## src/rtl/core/tpac_pkg.sv

```systemverilog
// shared constants, codes and types of the traffic phase ack coordinator
package tpac_pkg;

    // lane geometry
    localparam int LANES      = 4;
    localparam int LANE_W     = $clog2(LANES);

    // field widths
    localparam int CMD_W      = 3;
    localparam int NODE_W     = 8;
    localparam int COUNT_W    = 16;
    localparam int COLOR_W    = 2;
    localparam int REMAIN_W   = 32;
    localparam int OUT_LANE_W = 3;
    localparam int TIME_W     = 9;
    localparam int SEC_W      = 8;
    localparam int MS_W       = 32;
    localparam int IVAL_W     = 16;
    localparam int PROD_W     = COUNT_W + 1 + SEC_W;
    localparam int ALU_W      = 32;

    // configuration port
    localparam int CFG_IDX_W  = 3;
    localparam int CFG_DATA_W = 16;

    localparam logic [CFG_IDX_W-1:0] CFG_SEC_PER_VEHICLE = 3'd0;
    localparam logic [CFG_IDX_W-1:0] CFG_MIN_GREEN       = 3'd1;
    localparam logic [CFG_IDX_W-1:0] CFG_MAX_GREEN       = 3'd2;
    localparam logic [CFG_IDX_W-1:0] CFG_YELLOW_TIME     = 3'd3;
    localparam logic [CFG_IDX_W-1:0] CFG_FALLBACK_GREEN  = 3'd4;
    localparam logic [CFG_IDX_W-1:0] CFG_RESEND_MS       = 3'd5;
    localparam logic [CFG_IDX_W-1:0] CFG_OWN_NODE        = 3'd6;

    // register reset values
    localparam logic [SEC_W-1:0]  RST_SEC_PER_VEHICLE = 8'd5;
    localparam logic [SEC_W-1:0]  RST_MIN_GREEN       = 8'd15;
    localparam logic [SEC_W-1:0]  RST_MAX_GREEN       = 8'd90;
    localparam logic [SEC_W-1:0]  RST_YELLOW_TIME     = 8'd5;
    localparam logic [SEC_W-1:0]  RST_FALLBACK_GREEN  = 8'd45;
    localparam logic [IVAL_W-1:0] RST_RESEND_MS       = 16'd100;
    localparam logic [NODE_W-1:0] RST_OWN_NODE        = 8'hAF;

    // command codes
    localparam logic [CMD_W-1:0] CMD_COUNT  = 3'd0;
    localparam logic [CMD_W-1:0] CMD_STATUS = 3'd1;
    localparam logic [CMD_W-1:0] CMD_REQ    = 3'd2;
    localparam logic [CMD_W-1:0] CMD_ACK    = 3'd3;
    localparam logic [CMD_W-1:0] CMD_TICK   = 3'd4;
    localparam logic [CMD_W-1:0] CMD_CHECK  = 3'd5;

    // colour codes
    localparam logic [COLOR_W-1:0] C_RED     = 2'd0;
    localparam logic [COLOR_W-1:0] C_YELLOW  = 2'd1;
    localparam logic [COLOR_W-1:0] C_GREEN   = 2'd2;
    localparam logic [COLOR_W-1:0] C_UNKNOWN = 2'd3;

    // shared unit operations
    localparam logic [1:0] OP_ADD     = 2'd0;
    localparam logic [1:0] OP_MUL     = 2'd1;
    localparam logic [1:0] OP_ELAPSED = 2'd2;

    typedef struct packed {
        logic [1:0]        op;
        logic [ALU_W-1:0]  a;
        logic [ALU_W-1:0]  b;
        logic [IVAL_W-1:0] c;
    } t_alu_req;

    typedef struct packed {
        logic [ALU_W-1:0] value;
        logic             ge;
    } t_alu_rsp;

    // colour a lane moves to on a phase change
    function automatic logic [COLOR_W-1:0] successor(input logic [COLOR_W-1:0] cur);
        logic [COLOR_W-1:0] nxt;
        case (cur)
            C_RED:    nxt = C_GREEN;
            C_GREEN:  nxt = C_RED;
            C_YELLOW: nxt = C_RED;
            default:  nxt = C_UNKNOWN;
        endcase
        return nxt;
    endfunction

endpackage

```

## src/rtl/core/tpac_item_if.sv

```systemverilog
// input item channel: valid, ready and the event fields
interface tpac_item_if
    import tpac_pkg::*;
();
    logic                valid;
    logic                ready;
    logic [CMD_W-1:0]    cmd;
    logic [7:0]          lane;
    logic [NODE_W-1:0]   target_node;
    logic [COUNT_W-1:0]  vehicle_count;
    logic [COLOR_W-1:0]  color;
    logic [REMAIN_W-1:0] time_remain;

    modport source (
        output valid, cmd, lane, target_node, vehicle_count, color, time_remain,
        input  ready
    );
    modport sink (
        input  valid, cmd, lane, target_node, vehicle_count, color, time_remain,
        output ready
    );
endinterface

```

## src/rtl/core/tpac_result_if.sv

```systemverilog
// result channel: valid, ready and one command frame
interface tpac_result_if
    import tpac_pkg::*;
();
    logic                  valid;
    logic                  ready;
    logic [OUT_LANE_W-1:0] out_lane;
    logic [COLOR_W-1:0]    next_color;
    logic [TIME_W-1:0]     time_value;
    logic                  last;

    modport source (
        output valid, out_lane, next_color, time_value, last,
        input  ready
    );
    modport sink (
        input  valid, out_lane, next_color, time_value, last,
        output ready
    );
endinterface

```

## src/rtl/core/tpac_alu.sv

```systemverilog
// shared arithmetic unit: add, green-time multiply, elapsed-time compare
module tpac_alu
    import tpac_pkg::*;
(
    input  t_alu_req i_req,
    output t_alu_rsp o_rsp
);

    logic [PROD_W-1:0] w_prod;
    logic [ALU_W-1:0]  w_diff;

    // 17 x 8 product, the only multiply of the block
    assign w_prod = PROD_W'(i_req.a[COUNT_W:0]) * PROD_W'(i_req.b[SEC_W-1:0]);
    // modular elapsed time
    assign w_diff = i_req.a - i_req.b;

    always_comb begin
        o_rsp.ge = 1'b0;
        case (i_req.op)
            OP_ADD: begin
                o_rsp.value = i_req.a + i_req.b;
            end
            OP_MUL: begin
                o_rsp.value = ALU_W'(w_prod);
            end
            OP_ELAPSED: begin
                o_rsp.value = w_diff;
                o_rsp.ge    = (w_diff >= ALU_W'(i_req.c));
            end
            default: begin
                o_rsp.value = '0;
            end
        endcase
    end

endmodule

```

## src/rtl/core/traffic_phase_ack_coordinator.sv

```systemverilog
// traffic phase ack coordinator: sequencer, lane state and result register
// count, status, ack and tick items finish in idle; a request steps through sum,
// multiply, clamp and times, then an emit walk; check: a lane walk through the
// shared elapsed-time compare (after the times step for fallback times), then
// the emit walk; one frame per cycle unless the output stalls, one item at a time
// reset: synchronous active low, registers to defaults, lanes red, counts taken
module traffic_phase_ack_coordinator
    import tpac_pkg::*;
(
    input  logic                  i_clk,
    input  logic                  i_rst_n,
    input  logic                  i_cfg_we,
    input  logic [CFG_IDX_W-1:0]  i_cfg_idx,
    input  logic [CFG_DATA_W-1:0] i_cfg_data,
    tpac_item_if.sink             i_in,
    tpac_result_if.source         o_out
);

    // sequencer states
    localparam logic [2:0] S_IDLE  = 3'd0;
    localparam logic [2:0] S_SUM   = 3'd1;
    localparam logic [2:0] S_MUL   = 3'd2;
    localparam logic [2:0] S_CLAMP = 3'd3;
    localparam logic [2:0] S_TIMES = 3'd4;
    localparam logic [2:0] S_EVAL  = 3'd5;
    localparam logic [2:0] S_EMIT  = 3'd6;

    localparam logic [LANE_W-1:0] LAST_LANE = LANE_W'(LANES - 1);

    // configuration registers
    logic [SEC_W-1:0]  r_sec_per_vehicle;
    logic [SEC_W-1:0]  r_min_green;
    logic [SEC_W-1:0]  r_max_green;
    logic [SEC_W-1:0]  r_yellow_time;
    logic [SEC_W-1:0]  r_fallback_green;
    logic [IVAL_W-1:0] r_resend_ms;
    logic [NODE_W-1:0] r_own_node;

    // lane state
    logic [COUNT_W-1:0] r_counts   [LANES];
    logic [COLOR_W-1:0] r_cur      [LANES];
    logic [COLOR_W-1:0] r_next     [LANES];
    logic [TIME_W-1:0]  r_time     [LANES];
    logic [MS_W-1:0]    r_sent_at  [LANES];
    logic [LANES-1:0]   r_waiting;
    logic [LANES-1:0]   r_acked;
    logic [LANES-1:0]   r_ever;

    // global state
    logic [REMAIN_W-1:0] r_first_remain;
    logic [2:0]          r_acks;
    logic                r_resend_active;
    logic                r_accepting;
    logic [MS_W-1:0]     r_now;

    // sequencer
    logic [2:0]        r_state;
    logic [LANE_W-1:0] r_k;
    logic [LANES-1:0]  r_mask;
    logic              r_req;
    logic [PROD_W-1:0] r_acc;
    logic [SEC_W-1:0]  r_green;

    // result register
    logic                  r_out_valid;
    logic [OUT_LANE_W-1:0] r_out_lane;
    logic [COLOR_W-1:0]    r_out_color;
    logic [TIME_W-1:0]     r_out_time;
    logic                  r_out_last;

    t_alu_req w_alu_req;
    t_alu_rsp w_alu_rsp;

    logic              w_in_acc;
    logic              w_frame_ok;
    logic [7:0]        w_lane_m1;
    logic [LANE_W-1:0] w_li;
    logic [2:0]        w_acks_inc;
    logic              w_fallback;
    logic              w_out_free;
    logic              w_load;
    logic [LANES-1:0]  w_mask_hi;
    logic [TIME_W-1:0] w_green_yellow;
    logic [SEC_W-1:0]  w_clamped;

    tpac_alu u_alu (
        .i_req (w_alu_req),
        .o_rsp (w_alu_rsp)
    );

    // handshake and decode
    assign i_in.ready  = (r_state == S_IDLE);
    assign w_in_acc    = i_in.valid && i_in.ready;
    assign w_lane_m1   = i_in.lane - 8'd1;
    assign w_li        = w_lane_m1[LANE_W-1:0];
    assign w_frame_ok  = (i_in.lane >= 8'd1) && (i_in.lane <= 8'(LANES))
                         && (i_in.target_node == r_own_node);
    assign w_acks_inc  = r_acked[w_li] ? r_acks : r_acks + 3'd1;
    assign w_fallback  = (r_first_remain <= REMAIN_W'(2)) && (r_acks < 3'(LANES));
    assign w_out_free  = !r_out_valid || o_out.ready;
    assign w_load      = (r_state == S_EMIT) && r_mask[r_k] && w_out_free;
    assign w_mask_hi   = r_mask >> r_k;
    assign w_green_yellow = w_alu_rsp.value[TIME_W-1:0];

    // clamp order: below min wins over above max
    always_comb begin
        if (r_acc < PROD_W'(r_min_green)) begin
            w_clamped = r_min_green;
        end else if (r_acc > PROD_W'(r_max_green)) begin
            w_clamped = r_max_green;
        end else begin
            w_clamped = r_acc[SEC_W-1:0];
        end
    end

    // shared unit operand select
    always_comb begin
        w_alu_req = '0;
        case (r_state)
            S_SUM: begin
                w_alu_req.op = OP_ADD;
                if (r_cur[0] == C_RED) begin
                    w_alu_req.a = ALU_W'(r_counts[0]);
                    w_alu_req.b = ALU_W'(r_counts[2]);
                end else begin
                    w_alu_req.a = ALU_W'(r_counts[1]);
                    w_alu_req.b = ALU_W'(r_counts[3]);
                end
            end
            S_MUL: begin
                w_alu_req.op = OP_MUL;
                w_alu_req.a  = ALU_W'(r_acc);
                w_alu_req.b  = ALU_W'(r_sec_per_vehicle);
            end
            S_TIMES: begin
                w_alu_req.op = OP_ADD;
                w_alu_req.a  = ALU_W'(r_green);
                w_alu_req.b  = ALU_W'(r_yellow_time);
            end
            S_EVAL: begin
                w_alu_req.op = OP_ELAPSED;
                w_alu_req.a  = r_now;
                w_alu_req.b  = r_sent_at[r_k];
                w_alu_req.c  = r_resend_ms;
            end
            default: begin
                w_alu_req.op = OP_ADD;
            end
        endcase
    end

    // configuration writes
    always_ff @(posedge i_clk) begin
        if (!i_rst_n) begin
            r_sec_per_vehicle <= RST_SEC_PER_VEHICLE;
            r_min_green       <= RST_MIN_GREEN;
            r_max_green       <= RST_MAX_GREEN;
            r_yellow_time     <= RST_YELLOW_TIME;
            r_fallback_green  <= RST_FALLBACK_GREEN;
            r_resend_ms       <= RST_RESEND_MS;
            r_own_node        <= RST_OWN_NODE;
        end else if (i_cfg_we) begin
            case (i_cfg_idx)
                CFG_SEC_PER_VEHICLE: r_sec_per_vehicle <= i_cfg_data[SEC_W-1:0];
                CFG_MIN_GREEN:       r_min_green       <= i_cfg_data[SEC_W-1:0];
                CFG_MAX_GREEN:       r_max_green       <= i_cfg_data[SEC_W-1:0];
                CFG_YELLOW_TIME:     r_yellow_time     <= i_cfg_data[SEC_W-1:0];
                CFG_FALLBACK_GREEN:  r_fallback_green  <= i_cfg_data[SEC_W-1:0];
                CFG_RESEND_MS:       r_resend_ms       <= i_cfg_data[IVAL_W-1:0];
                CFG_OWN_NODE:        r_own_node        <= i_cfg_data[NODE_W-1:0];
                default: ;
            endcase
        end
    end

    // sequencer and lane state
    always_ff @(posedge i_clk) begin
        if (!i_rst_n) begin
            for (int i = 0; i < LANES; i++) begin
                r_counts[i]  <= '0;
                r_cur[i]     <= C_RED;
                r_next[i]    <= C_UNKNOWN;
                r_time[i]    <= '0;
                r_sent_at[i] <= '0;
            end
            r_waiting       <= '0;
            r_acked         <= '0;
            r_ever          <= '0;
            r_first_remain  <= '0;
            r_acks          <= '0;
            r_resend_active <= 1'b0;
            r_accepting     <= 1'b1;
            r_now           <= '0;
            r_state         <= S_IDLE;
            r_k             <= '0;
            r_mask          <= '0;
            r_req           <= 1'b0;
            r_out_valid     <= 1'b0;
        end else begin
            // result register drains when taken and nothing new is loaded
            if (o_out.ready && !w_load) begin
                r_out_valid <= 1'b0;
            end
            case (r_state)
                S_IDLE: begin
                    r_k <= '0;
                    if (w_in_acc) begin
                        case (i_in.cmd)
                            CMD_COUNT: begin
                                if (i_in.lane < 8'(LANES) && r_accepting) begin
                                    r_counts[i_in.lane[LANE_W-1:0]] <= i_in.vehicle_count;
                                end
                            end
                            CMD_STATUS: begin
                                if (w_frame_ok) begin
                                    r_cur[w_li] <= i_in.color;
                                    if (w_li == '0) begin
                                        r_first_remain <= i_in.time_remain;
                                    end
                                end
                            end
                            CMD_REQ: begin
                                if (w_frame_ok) begin
                                    r_accepting <= 1'b0;
                                    r_req       <= 1'b1;
                                    r_state     <= S_SUM;
                                end
                            end
                            CMD_ACK: begin
                                if (w_frame_ok && r_waiting[w_li]) begin
                                    r_waiting[w_li] <= 1'b0;
                                    r_acked[w_li]   <= 1'b1;
                                    r_acks          <= w_acks_inc;
                                    if (w_acks_inc == 3'(LANES)) begin
                                        r_resend_active <= 1'b0;
                                    end
                                end
                            end
                            CMD_TICK: begin
                                r_now <= r_now + MS_W'(1);
                            end
                            CMD_CHECK: begin
                                if (r_resend_active) begin
                                    r_req <= 1'b0;
                                    if (w_fallback) begin
                                        r_waiting <= '1;
                                        r_green   <= r_fallback_green;
                                        r_state   <= S_TIMES;
                                    end else begin
                                        r_state   <= S_EVAL;
                                    end
                                    if (r_first_remain <= REMAIN_W'(1)) begin
                                        r_accepting     <= 1'b1;
                                        r_resend_active <= 1'b0;
                                    end
                                end
                            end
                            default: ;
                        endcase
                    end
                end
                S_SUM: begin
                    r_acc   <= w_alu_rsp.value[PROD_W-1:0];
                    r_state <= S_MUL;
                end
                S_MUL: begin
                    r_acc   <= w_alu_rsp.value[PROD_W-1:0];
                    r_state <= S_CLAMP;
                end
                S_CLAMP: begin
                    r_green <= w_clamped;
                    r_state <= S_TIMES;
                end
                S_TIMES: begin
                    // per-lane times from the new colours, all lanes at once
                    for (int i = 0; i < LANES; i++) begin
                        logic [COLOR_W-1:0] nc;
                        nc = r_req ? successor(r_cur[i]) : r_next[i];
                        r_next[i] <= nc;
                        if (nc == C_RED) begin
                            r_time[i] <= w_green_yellow;
                        end else if (nc == C_GREEN) begin
                            r_time[i] <= TIME_W'(r_green);
                        end
                    end
                    r_k <= '0;
                    if (r_req) begin
                        r_waiting       <= '1;
                        r_acked         <= '0;
                        r_acks          <= '0;
                        r_resend_active <= 1'b1;
                        r_mask          <= '1;
                        r_state         <= S_EMIT;
                    end else begin
                        r_state <= S_EVAL;
                    end
                end
                S_EVAL: begin
                    // one lane per cycle through the elapsed-time compare
                    r_mask[r_k] <= r_waiting[r_k] && (!r_ever[r_k] || w_alu_rsp.ge);
                    if (r_k == LAST_LANE) begin
                        r_k     <= '0;
                        r_state <= S_EMIT;
                    end else begin
                        r_k <= r_k + LANE_W'(1);
                    end
                end
                S_EMIT: begin
                    if (!r_mask[r_k] || w_out_free) begin
                        if (r_mask[r_k]) begin
                            r_out_valid    <= 1'b1;
                            r_out_lane     <= OUT_LANE_W'(r_k) + OUT_LANE_W'(1);
                            r_out_color    <= r_next[r_k];
                            r_out_time     <= r_time[r_k];
                            r_out_last     <= (w_mask_hi == LANES'(1));
                            r_sent_at[r_k] <= r_now;
                            r_ever[r_k]    <= 1'b1;
                        end
                        if (r_k == LAST_LANE) begin
                            r_k     <= '0;
                            r_state <= S_IDLE;
                        end else begin
                            r_k <= r_k + LANE_W'(1);
                        end
                    end
                end
                default: begin
                    r_state <= S_IDLE;
                end
            endcase
        end
    end

    // result beat
    assign o_out.valid      = r_out_valid;
    assign o_out.out_lane   = r_out_lane;
    assign o_out.next_color = r_out_color;
    assign o_out.time_value = r_out_time;
    assign o_out.last       = r_out_last;

`ifndef SYNTHESIS
    a_acks_bounded: assert property (@(posedge i_clk) disable iff (!i_rst_n)
        r_acks <= 3'(LANES))
        else $error("ack count above lane count");

    a_beat_from_emit: assert property (@(posedge i_clk) disable iff (!i_rst_n)
        $rose(r_out_valid) |-> $past(r_state == S_EMIT))
        else $error("result beat loaded outside emit walk");

    a_resend_stop: assert property (@(posedge i_clk) disable iff (!i_rst_n)
        $fell(r_resend_active) |-> $past(w_in_acc
            && (i_in.cmd == CMD_ACK || i_in.cmd == CMD_CHECK)))
        else $error("resend stopped without ack or check");

    a_accept_resume: assert property (@(posedge i_clk) disable iff (!i_rst_n)
        $rose(r_accepting) |-> $past(w_in_acc && i_in.cmd == CMD_CHECK))
        else $error("counts resumed without check");

    a_busy_not_ready: assert property (@(posedge i_clk) disable iff (!i_rst_n)
        (r_state == S_EMIT && r_k != LAST_LANE) |=> !i_in.ready)
        else $error("input taken during emit walk");
`endif

endmodule
```

## src/flat_wrapper.sv

```systemverilog
// flat-port wrapper written by rule: the top's interface ports become plain ports
module traffic_phase_ack_coordinator_flat import tpac_pkg::*;
  (i_clk, i_rst_n, i_cfg_we, i_cfg_idx, i_cfg_data, i_in_valid, i_in_cmd, i_in_lane, i_in_target_node, i_in_vehicle_count, i_in_color, i_in_time_remain, i_in_ready, o_out_valid, o_out_out_lane, o_out_next_color, o_out_time_value, o_out_last, o_out_ready);
  tpac_item_if i_in_i ();
  tpac_result_if o_out_i ();
  input  logic i_clk;
  input  logic i_rst_n;
  input  logic i_cfg_we;
  input  logic [CFG_IDX_W-1:0] i_cfg_idx;
  input  logic [CFG_DATA_W-1:0] i_cfg_data;
  input wire logic [$bits(i_in_i.valid)-1:0] i_in_valid;
  input wire logic [$bits(i_in_i.cmd)-1:0] i_in_cmd;
  input wire logic [$bits(i_in_i.lane)-1:0] i_in_lane;
  input wire logic [$bits(i_in_i.target_node)-1:0] i_in_target_node;
  input wire logic [$bits(i_in_i.vehicle_count)-1:0] i_in_vehicle_count;
  input wire logic [$bits(i_in_i.color)-1:0] i_in_color;
  input wire logic [$bits(i_in_i.time_remain)-1:0] i_in_time_remain;
  output wire logic [$bits(i_in_i.ready)-1:0] i_in_ready;
  output wire logic [$bits(o_out_i.valid)-1:0] o_out_valid;
  output wire logic [$bits(o_out_i.out_lane)-1:0] o_out_out_lane;
  output wire logic [$bits(o_out_i.next_color)-1:0] o_out_next_color;
  output wire logic [$bits(o_out_i.time_value)-1:0] o_out_time_value;
  output wire logic [$bits(o_out_i.last)-1:0] o_out_last;
  input wire logic [$bits(o_out_i.ready)-1:0] o_out_ready;
  assign i_in_i.valid = i_in_valid;
  assign i_in_i.cmd = i_in_cmd;
  assign i_in_i.lane = i_in_lane;
  assign i_in_i.target_node = i_in_target_node;
  assign i_in_i.vehicle_count = i_in_vehicle_count;
  assign i_in_i.color = i_in_color;
  assign i_in_i.time_remain = i_in_time_remain;
  assign i_in_ready = i_in_i.ready;
  assign o_out_valid = o_out_i.valid;
  assign o_out_out_lane = o_out_i.out_lane;
  assign o_out_next_color = o_out_i.next_color;
  assign o_out_time_value = o_out_i.time_value;
  assign o_out_last = o_out_i.last;
  assign o_out_i.ready = o_out_ready;
  traffic_phase_ack_coordinator u_core (.i_clk(i_clk), .i_rst_n(i_rst_n), .i_cfg_we(i_cfg_we), .i_cfg_idx(i_cfg_idx), .i_cfg_data(i_cfg_data), .i_in(i_in_i), .o_out(o_out_i));
endmodule
```

## config.mk

```make
export PLATFORM = sky130hd
export DESIGN_NAME = traffic_phase_ack_coordinator_flat
export DESIGN_NICKNAME = d
export VERILOG_FILES = /design/src/rtl/core/tpac_pkg.sv /design/src/rtl/core/tpac_item_if.sv /design/src/rtl/core/tpac_result_if.sv /design/src/rtl/core/tpac_alu.sv /design/src/rtl/core/traffic_phase_ack_coordinator.sv /design/src/flat_wrapper.sv
export SDC_FILE = /design/constraint.sdc
export NUM_CORES = 1
export LEC_CHECK = 0
export ABC_AREA = 1
export CAP_MARGIN = 5
export CELL_PAD_IN_SITES_DETAIL_PLACEMENT = 1
export CELL_PAD_IN_SITES_GLOBAL_PLACEMENT = 1
export CORE_MARGIN = 10
export CORE_UTILIZATION = 40
export CTS_BUF_LIST = sky130_fd_sc_hd__clkbuf_16
export DETAILED_ROUTE_END_ITERATION = 8
export DONT_BUFFER_PORTS = 1
export GPL_TIMING_DRIVEN = 0
export PLACE_DENSITY_LB_ADDON = 0.1
export RECOVER_POWER = 25
export SYNTH_ARGS = -nofsm -noshare
export SYNTH_HDL_FRONTEND = slang
export SYNTH_SLANG_ARGS = --single-unit
```

## constraint.sdc

```tcl
create_clock -name i_clk -period 15.6 [get_ports i_clk]
set_input_delay 3.12 -clock i_clk [delete_from_list [all_inputs] [get_ports i_clk]]
set_output_delay 3.12 -clock i_clk [all_outputs]
set_load 0.005 [all_outputs]
```

==> impl_metrics.csv <==
group,metric,value,unit
place,gp_congestion,0.9149,
sta,finClkSkew,41.84,ps
finish,fillers,8567,
worst_hold_path,min-delay-start,"u_core.r_first_remain[23]",
synthesis,syn-instance-count,3487,
clock_network,clock-sinks,450,
critical_path,cp.required,15900,ps
power,peakVddDrop,0.08952,mV
clock_network,clk_pin_slew,60,ps
sta,drv_slew,0,
sta,holdWs,449.9,ps
synthesis,async_flop_share,0,%
critical_path,path_max_fanout,10,
clock_network,cts_tree,"done",
routing,route.detailed.drc,0,
routing,drt_wl_total,107.5,mm
place,place_area,29550,um^2
clock_network,cts_root_buffer,"clkbuf_16",
synthesis,synth_most_common_cell,"nand2_1",
die,die-area,81520,um^2
sta,setup_viol,0,
grt,grt.overflow.total,0,
routing,vias_per_cell,5.530,
critical_path,rr_worst_depth,35,
critical_path,cpMaxStageDelayCell,"a221oi_1",
routing,avgRoutedWirePerCell,23.70,um
grt,antenna_found_initial,4,
grt,use_met3,3.932,%
synthesis,yosys_warnings,0,
flow_run,cap_violations,0,
sta,final_hold_viol_count,0,
clock_network,clkLatencyLatePin,610,ps
synthesis,syn_area,28200,um^2
die,ios,110,
clock_network,htree_levels,2,
worst_hold_path,min_path_cells,2,
synthesis,synth_top_area_share,31.10,%
synthesis,synth_top_area_cell,"edfxtp_1",
critical_path,reg2reg_setup_slack,6020,ps
place,io_buffers,0,
grt,grt_pass1_vias,26290,
critical_path,reg2reg_from,"u_core.r_cur[0][0]",
die,core-area,69910,um^2
outcome,status,"finished clean",
critical_path,worstSetupStartpointType,"flop",
routing,drtPass1Iterations,5,
grt,met1_usage,32.88,%
power,power.density,117.8,nW/um^2
synthesis,synth_fp_nets,3818,
grt,grt_use_total,25.74,%
synthesis,ys_seq_area_share,42.31,%
synthesis,syn_avg_cell_area,8.087,um^2
grt,grt_max_degree,33,
finish,final_cell_area,31060,um^2
worst_hold_path,hold_end,"u_core.r_first_remain[23]",
routing,drt_iter0_markers,1830,
sta,period_share,61.41,%
critical_path,crit_top_cell,"inv_1",
finish,fin_nets,3880,
grt,grt_first_pass_wirelength,161.7,mm
critical_path,arrival,9880,ps
synthesis,synth_edf_count,292,
sta,slew_headroom,4.323,%
clock_network,cts_inserted_buffers,52,
worst_hold_path,hold_class,"flop to flop",
synthesis,synth_cell_types,61,
synthesis,ys.flop_type,"edfxtp_1",
sta,setup-tns-final,0,ps
critical_path,slowest_delay,790,ps
grt,use_met2,44.22,%
clock_network,clockBufferDepth,3,
die,chipWidth,285.5,um
clock_network,hold_buffers,0,
power,power,3.659,mW
finish,area_growth,10.14,%
sta,fmax,104.4,MHz
sta,rsz0062_at_grt,"false",
critical_path,rr_endpoint,"u_core.r_acc[21]",
synthesis,synth_commonest_cells,"nand2_1, nor2_1, inv_1",
power,power_leakage,12.59,nW
synthesis,ys_top_cells_by_area,"edfxtp_1, dfxtp_1, nand2_1",
critical_path,crit_path_end_kind,"flop",
sta,worst_pin_slew,1435,ps
critical_path,critical_path_class,"flop to flop",
grt,top_usage_layer,"met2",
synthesis,ys_ff_latch,450,
routing,vias,25080,
routing,ant_nets,0,
clock_network,cts_resized,0,
die,die_y,285.5,um
finish,drive_above_1_share,3.926,%
clock_network,post_cts_buffers,0,
sta,period_minus_slack,9581,ps
die,initial_core_util,40.34,%
place,dp_hpwl,85.22,mm
die,num_rows,97,
## final cells by class
cell class              count  area (um^2)  share of cell area [%]
multi-input cells        2433        14010                   45.11
clock inverters            43        226.5                  0.7292
diodes                      4        10.01                 0.03223
repair buffers              8        102.6                  0.3304
flip-flops and latches    450        11930                   38.42
plain buffers             132        501.7                   1.616
well taps                 940         1176                   3.787
clock buffers              53         1326                   4.270
inverters                 472         1772                   5.705
## routing by layer
layer  vias to the layer above  share of wire (%)
li1                      11710                  -
met2                       629                 48
met1                     12600                 43
met4                         0                3.2
met5                         -                  0
met3                       142                5.3
## power by group
group          total, mW  internal, mW  switching [mW]
logic               1.19         0.330           0.861
registers           1.33          1.31          0.0215
clock network       1.14         0.617           0.518
## state kept, by name, indices dropped and copies added, names as in the netlist, 8 cells and up, named ones only
register                  flops
u_core.o_out.time_value       9
u_core.r_acc                 25
u_core.r_counts              64
u_core.r_cur                  8
u_core.r_fallback_green       8
u_core.r_first_remain        32
u_core.r_green                8
u_core.r_max_green            8
u_core.r_min_green            8
u_core.r_next                 8
u_core.r_now                 32
u_core.r_own_node             8
u_core.r_resend_ms           16
u_core.r_sec_per_vehicle      8
u_core.r_sent_at            128
u_core.r_time                36
u_core.r_yellow_time          8
## per-stage QoR
step,utilization (%),std cells,setup WS [ps]
2_1_floorplan,-,3487,8782
3_3_place_gp,42.02,4427,6189
3_5_place_dp,42.27,4434,6044
4_1_cts,44.49,4530,5960
5_1_grt,44.41,4531,5297
6_report,44.43,4535,6019
## kinds of logic after synthesis
group,count (synthesis),share of synthesized area [%]
AOI/OAI and AO/OA,720,14.34
and+or+nand+nor,1450,21.50
buffers and inverters,604,8.062
xor gates and xnor gates,25,0.7765
adders and majority gates,238,13.01
DFF,450,42.31
## worst max-delay path: cells and delay by family, from the launching register on
family / cells / cell delay [ps]
adders and majority gates: 7 / 3270
AOI/OAI and AO/OA: 11 / 3080
buffers and inverters: 11 / 1830
and+or+nand+nor: 6 / 680
DFF: 1 / 400
## how the worst max path moves through the flow
stage	endpoint	slack (ps)	cells after the start	startpoint
2_1_floorplan	u_core.r_acc[21]	8780	35	u_core.r_cur[0][0]
3_3_place_gp	u_core.r_acc[21]	6190	35	u_core.r_cur[0][0]
6_report	u_core.r_acc[21]	6020	35	u_core.r_cur[0][0]
5_1_grt	u_core.r_acc[21]	5300	35	u_core.r_cur[0][0]
3_5_place_dp	u_core.r_acc[21]	6040	35	u_core.r_cur[0][0]
4_1_cts	u_core.r_acc[21]	5960	35	u_core.r_cur[0][0]
## layout by cell type, fill, tap and decap left out, drive strengths merged, types with 77 or more instances in the layout
cell,n
a21oi,239
clkbuf,173
dfxtp,158
edfxtp,292
fa,92
ha,146
inv,477
nand2,626
nand3,113
nor2,574
nor3,77
o21ai,291
Power figures use the tool's default switching activity.
